--- src/sv/aalu_pkg.sv ---
// Package for the accumulator ALU: operation codes, flag layout and the
// transaction payload types. No dependencies.
package aalu_pkg;

  localparam logic [4:0] KIND_ADD       = 5'd0;
  localparam logic [4:0] KIND_ADC       = 5'd1;
  localparam logic [4:0] KIND_SUB       = 5'd2;
  localparam logic [4:0] KIND_SBB       = 5'd3;
  localparam logic [4:0] KIND_AND       = 5'd4;
  localparam logic [4:0] KIND_XOR       = 5'd5;
  localparam logic [4:0] KIND_OR        = 5'd6;
  localparam logic [4:0] KIND_CMP       = 5'd7;
  localparam logic [4:0] KIND_INC       = 5'd8;
  localparam logic [4:0] KIND_DEC       = 5'd9;
  localparam logic [4:0] KIND_DAA       = 5'd10;
  localparam logic [4:0] KIND_RLC       = 5'd11;
  localparam logic [4:0] KIND_RRC       = 5'd12;
  localparam logic [4:0] KIND_RAL       = 5'd13;
  localparam logic [4:0] KIND_RAR       = 5'd14;
  localparam logic [4:0] KIND_CMA       = 5'd15;
  localparam logic [4:0] KIND_CMC       = 5'd16;
  localparam logic [4:0] KIND_STC       = 5'd17;
  localparam logic [4:0] KIND_PAIR_ADD  = 5'd18;
  localparam logic [4:0] KIND_LOAD_ACC  = 5'd19;
  localparam logic [4:0] KIND_LOAD_FLAG = 5'd20;

  localparam logic [7:0] DAA_ADJ_LO = 8'h06;
  localparam logic [7:0] DAA_ADJ_HI = 8'h60;

  typedef struct packed {
    logic s;
    logic z;
    logic ac;
    logic p;
    logic cy;
  } flags_t;

  typedef struct packed {
    logic [4:0]  kind;
    logic [7:0]  operand;
    logic [15:0] pair_left;
    logic [15:0] pair_right;
  } in_t;

  typedef struct packed {
    logic [7:0]  acc_out;
    logic [7:0]  status_word;
    logic [7:0]  byte_result;
    logic [15:0] pair_sum;
  } out_t;

  // Pack flags as S Z 0 AC 0 P 1 CY.
  function automatic logic [7:0] status_of(flags_t f);
    return {f.s, f.z, 1'b0, f.ac, 1'b0, f.p, 1'b1, f.cy};
  endfunction

endpackage

--- src/sv/accumulator_alu_with_flags.sv ---
// Accumulator ALU with sign, zero, auxiliary-carry, parity and carry flags.
// Depends on aalu_pkg for operation codes, flag layout and payload types.
//
//   channel  | direction | handshake             | payload
//   ---------+-----------+-----------------------+--------------------------
//   in       | input     | in_valid / in_ready   | in_data  (aalu_pkg::in_t)
//   out      | output    | out_valid / out_ready | out_data (aalu_pkg::out_t)
//
// One transaction per cycle sustained while out_ready is high; each result
// passes through the input register, then the result register.
// Accumulator and flags update when a transaction moves into the result
// register, so the next transaction sees them with no gap.
// Reset (rst, synchronous) clears accumulator, flags and both valid bits.
// A stalled result holds the input register; in_ready drops only while both
// stages are full and out_ready is low.
module accumulator_alu_with_flags (
  input  logic            clk,
  input  logic            rst,
  input  logic            in_valid,
  output logic            in_ready,
  input  aalu_pkg::in_t   in_data,
  output logic            out_valid,
  input  logic            out_ready,
  output aalu_pkg::out_t  out_data
);
  import aalu_pkg::*;

  logic   s1_valid;
  in_t    s1;
  logic   advance;
  logic [7:0] acc;
  flags_t flags;
  logic [7:0] acc_next;
  flags_t flags_next;
  logic [7:0] byte_next;
  logic [15:0] psum_next;

  logic [8:0] add_sum;
  logic [4:0] add_nib;
  logic [8:0] sub_diff;
  logic [4:0] sub_nib;
  logic       cin;
  logic [16:0] pair_full;
  logic [3:0] daa_hi;
  logic [3:0] daa_lo;
  logic       daa_lo_adj;
  logic       daa_hi_adj;
  logic [7:0] daa_adj;
  logic [4:0] daa_nib;
  logic [7:0] szp_val;
  logic       szp_upd;

  assign advance  = s1_valid && (!out_valid || out_ready);
  assign in_ready = !s1_valid || advance;

  // Shared adder and subtractor; carry-in used by adc and sbb only.
  always_comb begin
    cin = ((s1.kind == KIND_ADC) || (s1.kind == KIND_SBB)) ? flags.cy : 1'b0;
    add_sum  = {1'b0, acc} + {1'b0, s1.operand} + {8'd0, cin};
    add_nib  = {1'b0, acc[3:0]} + {1'b0, s1.operand[3:0]} + {4'd0, cin};
    sub_diff = {1'b0, acc} - {1'b0, s1.operand} - {8'd0, cin};
    sub_nib  = {1'b0, acc[3:0]} + {1'b0, ~s1.operand[3:0]} + {4'd0, !cin};
    pair_full = {1'b0, s1.pair_left} + {1'b0, s1.pair_right};
    daa_hi = acc[7:4];
    daa_lo = acc[3:0];
    daa_lo_adj = flags.ac || (daa_lo > 4'd9);
    daa_hi_adj = flags.cy || (daa_hi > 4'd9) || ((daa_hi >= 4'd9) && (daa_lo > 4'd9));
    daa_adj = (daa_lo_adj ? DAA_ADJ_LO : 8'h00) | (daa_hi_adj ? DAA_ADJ_HI : 8'h00);
    daa_nib = {1'b0, daa_lo} + {1'b0, daa_adj[3:0]};
  end

  always_comb begin
    acc_next   = acc;
    flags_next = flags;
    byte_next  = 8'h00;
    psum_next  = 16'h0000;
    szp_val    = 8'h00;
    szp_upd    = 1'b0;
    unique case (s1.kind)
      KIND_ADD, KIND_ADC: begin
        acc_next      = add_sum[7:0];
        flags_next.ac = add_nib[4];
        flags_next.cy = add_sum[8];
        szp_val = add_sum[7:0];
        szp_upd = 1'b1;
      end
      KIND_SUB, KIND_SBB, KIND_CMP: begin
        if (s1.kind != KIND_CMP) begin
          acc_next = sub_diff[7:0];
        end
        flags_next.ac = sub_nib[4];
        flags_next.cy = sub_diff[8];
        szp_val = sub_diff[7:0];
        szp_upd = 1'b1;
      end
      KIND_AND: begin
        acc_next      = acc & s1.operand;
        flags_next.cy = 1'b0;
        flags_next.ac = acc[3] | s1.operand[3];
        szp_val = acc & s1.operand;
        szp_upd = 1'b1;
      end
      KIND_XOR, KIND_OR: begin
        acc_next = (s1.kind == KIND_XOR) ? (acc ^ s1.operand) : (acc | s1.operand);
        flags_next.cy = 1'b0;
        flags_next.ac = 1'b0;
        szp_val = acc_next;
        szp_upd = 1'b1;
      end
      KIND_INC: begin
        byte_next     = s1.operand + 8'd1;
        flags_next.ac = (s1.operand[3:0] == 4'hF);
        szp_val = byte_next;
        szp_upd = 1'b1;
      end
      KIND_DEC: begin
        byte_next     = s1.operand - 8'd1;
        flags_next.ac = (s1.operand[3:0] != 4'h0);
        szp_val = byte_next;
        szp_upd = 1'b1;
      end
      KIND_DAA: begin
        acc_next      = acc + daa_adj;
        flags_next.ac = daa_nib[4];
        if (daa_hi_adj) begin
          flags_next.cy = 1'b1;
        end
        szp_val = acc_next;
        szp_upd = 1'b1;
      end
      KIND_RLC: begin
        acc_next      = {acc[6:0], acc[7]};
        flags_next.cy = acc[7];
      end
      KIND_RRC: begin
        acc_next      = {acc[0], acc[7:1]};
        flags_next.cy = acc[0];
      end
      KIND_RAL: begin
        acc_next      = {acc[6:0], flags.cy};
        flags_next.cy = acc[7];
      end
      KIND_RAR: begin
        acc_next      = {flags.cy, acc[7:1]};
        flags_next.cy = acc[0];
      end
      KIND_CMA:       acc_next = ~acc;
      KIND_CMC:       flags_next.cy = !flags.cy;
      KIND_STC:       flags_next.cy = 1'b1;
      KIND_PAIR_ADD: begin
        psum_next     = pair_full[15:0];
        flags_next.cy = pair_full[16];
      end
      KIND_LOAD_ACC:  acc_next = s1.operand;
      KIND_LOAD_FLAG: begin
        flags_next.cy = s1.operand[0];
        flags_next.p  = s1.operand[2];
        flags_next.ac = s1.operand[4];
        flags_next.z  = s1.operand[6];
        flags_next.s  = s1.operand[7];
      end
      default: ;
    endcase
    if (szp_upd) begin
      flags_next.z = (szp_val == 8'h00);
      flags_next.s = szp_val[7];
      flags_next.p = ~^szp_val;
    end
  end

  always_ff @(posedge clk) begin
    if (rst) begin
      s1_valid  <= 1'b0;
      out_valid <= 1'b0;
      acc       <= 8'h00;
      flags     <= '0;
    end else begin
      if (in_ready) begin
        s1_valid <= in_valid;
      end
      if (advance) begin
        out_valid <= 1'b1;
        acc       <= acc_next;
        flags     <= flags_next;
      end else if (out_ready) begin
        out_valid <= 1'b0;
      end
    end
  end

  // Payload registers: input loads on acceptance, result on advance; hold otherwise.
  always_ff @(posedge clk) begin
    if (in_valid && in_ready) begin
      s1 <= in_data;
    end
    if (advance) begin
      out_data.acc_out     <= acc_next;
      out_data.status_word <= status_of(flags_next);
      out_data.byte_result <= byte_next;
      out_data.pair_sum    <= psum_next;
    end
  end

  a_acc_matches: assert property (@(posedge clk) disable iff (rst)
    out_valid |-> (out_data.acc_out == acc))
    else $error("reported accumulator differs from held accumulator");

  a_status_matches: assert property (@(posedge clk) disable iff (rst)
    out_valid |-> (out_data.status_word == status_of(flags)))
    else $error("reported status word differs from held flags");

  a_state_holds: assert property (@(posedge clk) disable iff (rst)
    !advance |=> ($stable(acc) && $stable(flags)))
    else $error("state changed without a transaction moving to the result");

  a_ready_when_empty: assert property (@(posedge clk) disable iff (rst)
    (!s1_valid || !out_valid) |-> in_ready)
    else $error("input stalled with a free stage");

endmodule
--- config.mk ---
export PLATFORM = sky130hd
export DESIGN_NAME = accumulator_alu_with_flags
export DESIGN_NICKNAME = d
export VERILOG_FILES = /design/src/sv/aalu_pkg.sv /design/src/sv/accumulator_alu_with_flags.sv
export SDC_FILE = /design/constraint.sdc
export NUM_CORES = 1
export LEC_CHECK = 0
export BUFFER_PORTS_ARGS = -buffer_cell sky130_fd_sc_hd__buf_2
export CORE_MARGIN = 1.5
export CORE_UTILIZATION = 55
export DETAILED_ROUTE_END_ITERATION = 12
export GPL_ROUTABILITY_DRIVEN = 0
export PLACE_DENSITY = 0.76
export SLEW_MARGIN = 10
export SYNTH_ARGS = -nofsm -noshare
export SYNTH_HDL_FRONTEND = slang
export SYNTH_SLANG_ARGS = --single-unit
--- constraint.sdc ---
create_clock -name clk -period 4.45 [get_ports clk]
set_clock_uncertainty 0.05 [all_clocks]
set_input_delay 0 -clock clk [delete_from_list [all_inputs] [get_ports clk]]
set_output_delay 0 -clock clk [all_outputs]
set_load 0.01 [all_outputs]
* Word level (Yosys, flattened, before mapping)
Index checks and enable logic that the tools add are counted.
** Word-level totals
- Flip-flop bits (word level) :: 97
- Bits of input ports :: 49
- Output and inout bits :: 42
- Word-level logic and storage cells :: 104
** Operators by class
- Add/sub/neg operators :: 13
- Magnitude comparators :: 3
- Equality and inequality tests :: 22
- Multiplexer cells :: 18
- Bitwise logic cells :: 7
- Reductions and logical operators :: 25
** Operator list (count)
- 8-bit case mux with 11 select lines :: 1
- 8-bit case mux with 7 select lines :: 1
- 5-bit by 4-bit == test with 1-bit output, second input constant :: 8
- 5-bit == test, second input constant :: 5
- 5-bit by 3-bit == test with 1-bit output, second input constant :: 4
- 16-bit by 16-bit adder with 17-bit output :: 1
- 8-bit two-way mux :: 2
- 8-bit case mux with 2 select lines :: 1
- 4-bit by 4-bit adder with 5-bit output :: 3
- 11-bit OR reduction :: 1
- 5-bit by 1-bit adder with 5-bit output :: 2
- 5-bit by 2-bit == test with 1-bit output, second input constant :: 2
- 1-bit case mux with 10 select lines :: 1
- 8-bit by 8-bit adder with 9-bit output :: 1
- 9-bit by 1-bit adder with 9-bit output :: 1
- 8-bit by 8-bit subtractor with 9-bit output :: 1
- 9-bit by 1-bit subtractor with 9-bit output :: 1
- 8-bit by 1-bit adder with 8-bit output, second input constant :: 1
- 8-bit by 7-bit adder with 8-bit output :: 1
- 8-bit bitwise AND :: 1
- 4-bit greater-than comparator, second input constant :: 2
- 8-bit zero test :: 1
- 8-bit inverter :: 1
- 8-bit OR :: 1
- 23 further kinds :: 44

* Depth between registers and ports, before layout
- Depth after elaboration :: 9
- Gate-level depth with buffers :: 19
- Mapped depth without buffers :: 18

* Worst setup path before layout
Ideal clock, no wire load.
- Kind :: register -> register
- Start :: register s1[40] in the netlist's numbering
- End :: register flags[1] in the netlist's numbering
- Library setup time :: 0.071 ns
- Arrival time :: 3.464 ns
- Data required time :: 4.329 ns
- Setup slack :: 0.865 ns
- Stages on the path, launching flop included :: 18
- Path buffers :: 0
- Clock period less this slack :: 3.585 ns
- Cells stage by stage :: edfxtp_1 > nor2b_2 > nand3_1 > inv_1 > fa_1 > fa_1 > a21oi_1 > o21ai_0 > a21oi_1 > xor2_1 > o21ai_0 > a211oi_1 > ha_1 > xor2_1 > xnor2_1 > mux2i_1 > nand2_1 > a21oi_1
** RTL lines
- from (decl) :: RTL line accumulator_alu_with_flags.sv:29 : in_t s1;
- from (signal assigned) :: RTL line accumulator_alu_with_flags.sv:194 : s1 <= in_data;
- to (signal assigned) :: RTL line accumulator_alu_with_flags.sv:184 : flags <= flags_next;
- to (decl) :: RTL line accumulator_alu_with_flags.sv:32 : flags_t flags;

==> impl_metrics.ini <==
[synthesis]
ys.flop_type = edfxtp_1
synth_top_area_cell = edfxtp_1
synth_top_area_share_pct = 35.12
ys_warn_count = 0
syn_area_sq_um = 7010
synthCells = 717
synth_edf_count = 82
postSynthAreaPerCell_sq_um = 9.778
synthTopCellsByCount = 82 x edfxtp_1, 59 x ha_1, 58 x nand2_1
ys_ff_latch = 97
ys_types = 83
ys_seq_area_share_pct = 39.41
ys_async_sr_fraction_pct = 0
synth_area_leaders = edfxtp_1 35%, ha_1 11%, dfxtp_1 4.3%, a21oi_1 3.4%, nand2_1 3.1%
synth_most_common_cell = edfxtp_1

[timing]
fmax_ghz = 0.2398
fin_tns_setup_ns = 0
slew_violations = 0
rsz0062_at_grt = false
relSlewSlack_pct = 27.76
whs_ns = 0.2967
worstMarginPinSlew_ns = 1.084
hold_viol = 0
period_needed_ns = 4.169
setup_viol = 0
period_share_pct = 93.69

[drt]
drtIter0Drc = 830
wl_per_cell_microns = 19.99
drtAntennaViolNets = 0
wl_met3_microns = 2034
drcViolationCount = 0
dr.pass1.iters = 8
highest_layer = met4
wl_met2_microns = 9179
viasPerCell = 6.317
wl_met1_microns = 8169
routed_wl_microns = 20450
vias = 6462

[placed_design]
placed_area_sq_um = 7566
hpwl_microns = 14260
io_buffers = 87

[setup_path]
r2r_end = flags[1]$_SDFFE_PP0P_
path_class = register to register
worstPathArrival_ns = 4.40
worstPathMaxFanout = 4
endpoint_kind = register
start_kind = register
crit_required_ns = 4.69
reg2reg_depth = 17
regToRegSetupSlack_ns = 0.28
r2r-start = s1[43]$_DFFE_PP_

[outcome]
status = finished clean

[clock_network]
cts_buffers = 9
numClockSinks = 97
clockBufferDepth = 2
clk_latency_ns = 0.36
post_cts_buffers = 0
postCtsHoldBufs = 51
tritoncts = yes
clockRootBuffer = clkbuf_16
h-tree-depth = 3
clk_pin_slew_ns = 0.07
postCtsResizedCells = 0

[hold_path]
min_path_type = primary input to register
holdPathEnd = s1[35]$_DFFE_PP_
hold_depth = 2
worstHoldStart = in_data[35]

[pwr]
irDropWorstVdd_mv = 0.2150
p_leak_nw = 3.373
power_mw = 2.566
p_per_area_nw_per_um2 = 306.3

[cells_and_area]
diodes = 0
area_delta_synth_final_pct = 19.53
final_cell_area_sq_um = 8379
fill_cells = 989
nets = 960
drive_gt1_share_pct = 16.57

[global_route]
antenna_found_initial = 0
grtUsageTotal_pct = 31.17
grt_max_degree = 47
grt_pass1_wl_microns = 31620
grt_pass1_vias = 6059
overflow = 0

[floorplan]
row_count = 41
dieArea_sq_um = 13430
start_util_pct = 56.01
die_height_microns = 115.9
core_area_sq_um = 12520
dieWidth_microns = 115.9
ios = 91

[run]
cap_violations = 0
## power by group
| part | internal [mW] | switching, mW | leakage, nW | total, mW |
|---|---|---|---|---|
| logic | 0.273 | 0.382 | 2.33 | 0.655 |
| registers | 1.05 | 0.0410 | 0.901 | 1.09 |
| clock network | 0.442 | 0.380 | 0.145 | 0.822 |
## through the flow
step                util [%]  setup slack (ns)  cells
finish                 66.94            0.2807   1023
global route           66.94           0.09793   1023
CTS                    66.94            0.4229   1023
detailed placement     60.45            0.4480    956
global placement       60.45            0.6478    956
floorplan                  -            0.8653    718
## routing by layer
| metal | vias up | track usage (%) |
|---|---|---|
| li1 | 2905 | - |
| met1 | 3025 | 41.38 |
| met2 | 442 | 48.08 |
| met3 | 90 | 6.328 |
| met4 | 0 | 16.75 |
| met5 | - | 0 |
## kinds of logic after synthesis
logic type | share of synthesized area (%)
simple gates | 16.30
compound gates | 20.01
flops | 39.41
buf+inv | 5.443
fa+ha+maj | 12.24
xor+xnor | 3.623
mux | 2.873
other cells | 0.1071
## cell usage in the layout, fill, tap and decap left out, types with 10 or more instances in the layout
| cell | synthesis | routed |
|---|---|---|
| nor3_1 | 26 | 26 |
| dfxtp_1 | 15 | 15 |
| nor2_1 | 52 | 52 |
| ha_1 | 59 | 59 |
| nor2b_1 | 13 | 13 |
| xor2_1 | 14 | 14 |
| mux2i_1 | 19 | 19 |
| edfxtp_1 | 82 | 82 |
| buf_2 | 13 | 87 |
| o21a_1 | 13 | 13 |
| inv_1 | 45 | 45 |
| a211oi_1 | 13 | 13 |
| o21ai_0 | 30 | 30 |
| nand2_1 | 58 | 58 |
| a21oi_1 | 48 | 48 |
| o22ai_1 | 13 | 13 |
| buf_4 | 9 | 14 |
| nand2b_1 | 10 | 10 |
| dlygate4sd3_1 | 0 | 51 |
| xnor2_1 | 15 | 15 |
## worst max-delay path, cell delays in order, from the launching register on
cell       delay (ns)
edfxtp_1         0.39
nor2_1           0.25
nand3_1          0.20
inv_1            0.11
fa_1             0.46
ha_1             0.20
o21ai_0          0.32
a21boi_0         0.25
o21a_1           0.25
xnor2_1          0.15
o2111ai_1        0.36
inv_1            0.09
ha_1             0.30
xor2_1           0.17
xnor2_1          0.12
mux2i_1          0.19
nand2_1          0.08
a21oi_1          0.16
## area by class of cell
| cell class | count | area [sq um] | share of cell area (%) |
|---|---|---|---|
| multi-input combinational | 539 | 3871 | 46.20 |
| clock inverter | 7 | 77.57 | 0.9258 |
| clock buffer | 9 | 225.2 | 2.688 |
| inverter | 47 | 176.4 | 2.105 |
| sequential | 97 | 2763 | 32.97 |
| timing repair buffer | 152 | 1051 | 12.54 |
| tap | 172 | 215.2 | 2.568 |
## worst max-delay path by stage
stage,from,end,slack (ns),cells past startpoint
detailed placement,s1[43]$_DFFE_PP_,flags[1]$_SDFFE_PP0P_,0.45,17
floorplan,s1[40]$_DFFE_PP_,flags[1]$_SDFFE_PP0P_,0.87,17
global route,s1[40]$_DFFE_PP_,flags[1]$_SDFFE_PP0P_,0.1,17
global placement,s1[40]$_DFFE_PP_,flags[1]$_SDFFE_PP0P_,0.65,17
CTS,s1[40]$_DFFE_PP_,flags[1]$_SDFFE_PP0P_,0.42,17
finish,s1[43]$_DFFE_PP_,flags[1]$_SDFFE_PP0P_,0.28,17
## registers in the layout, indices dropped and copies added (netlist names)
| signal | flops |
|---|---|
| out_data | 37 |
| out_valid | 1 |
| s1 | 45 |
| s1_valid | 1 |
| acc | 8 |
| flags | 5 |
Power figures use the tool's default switching activity.
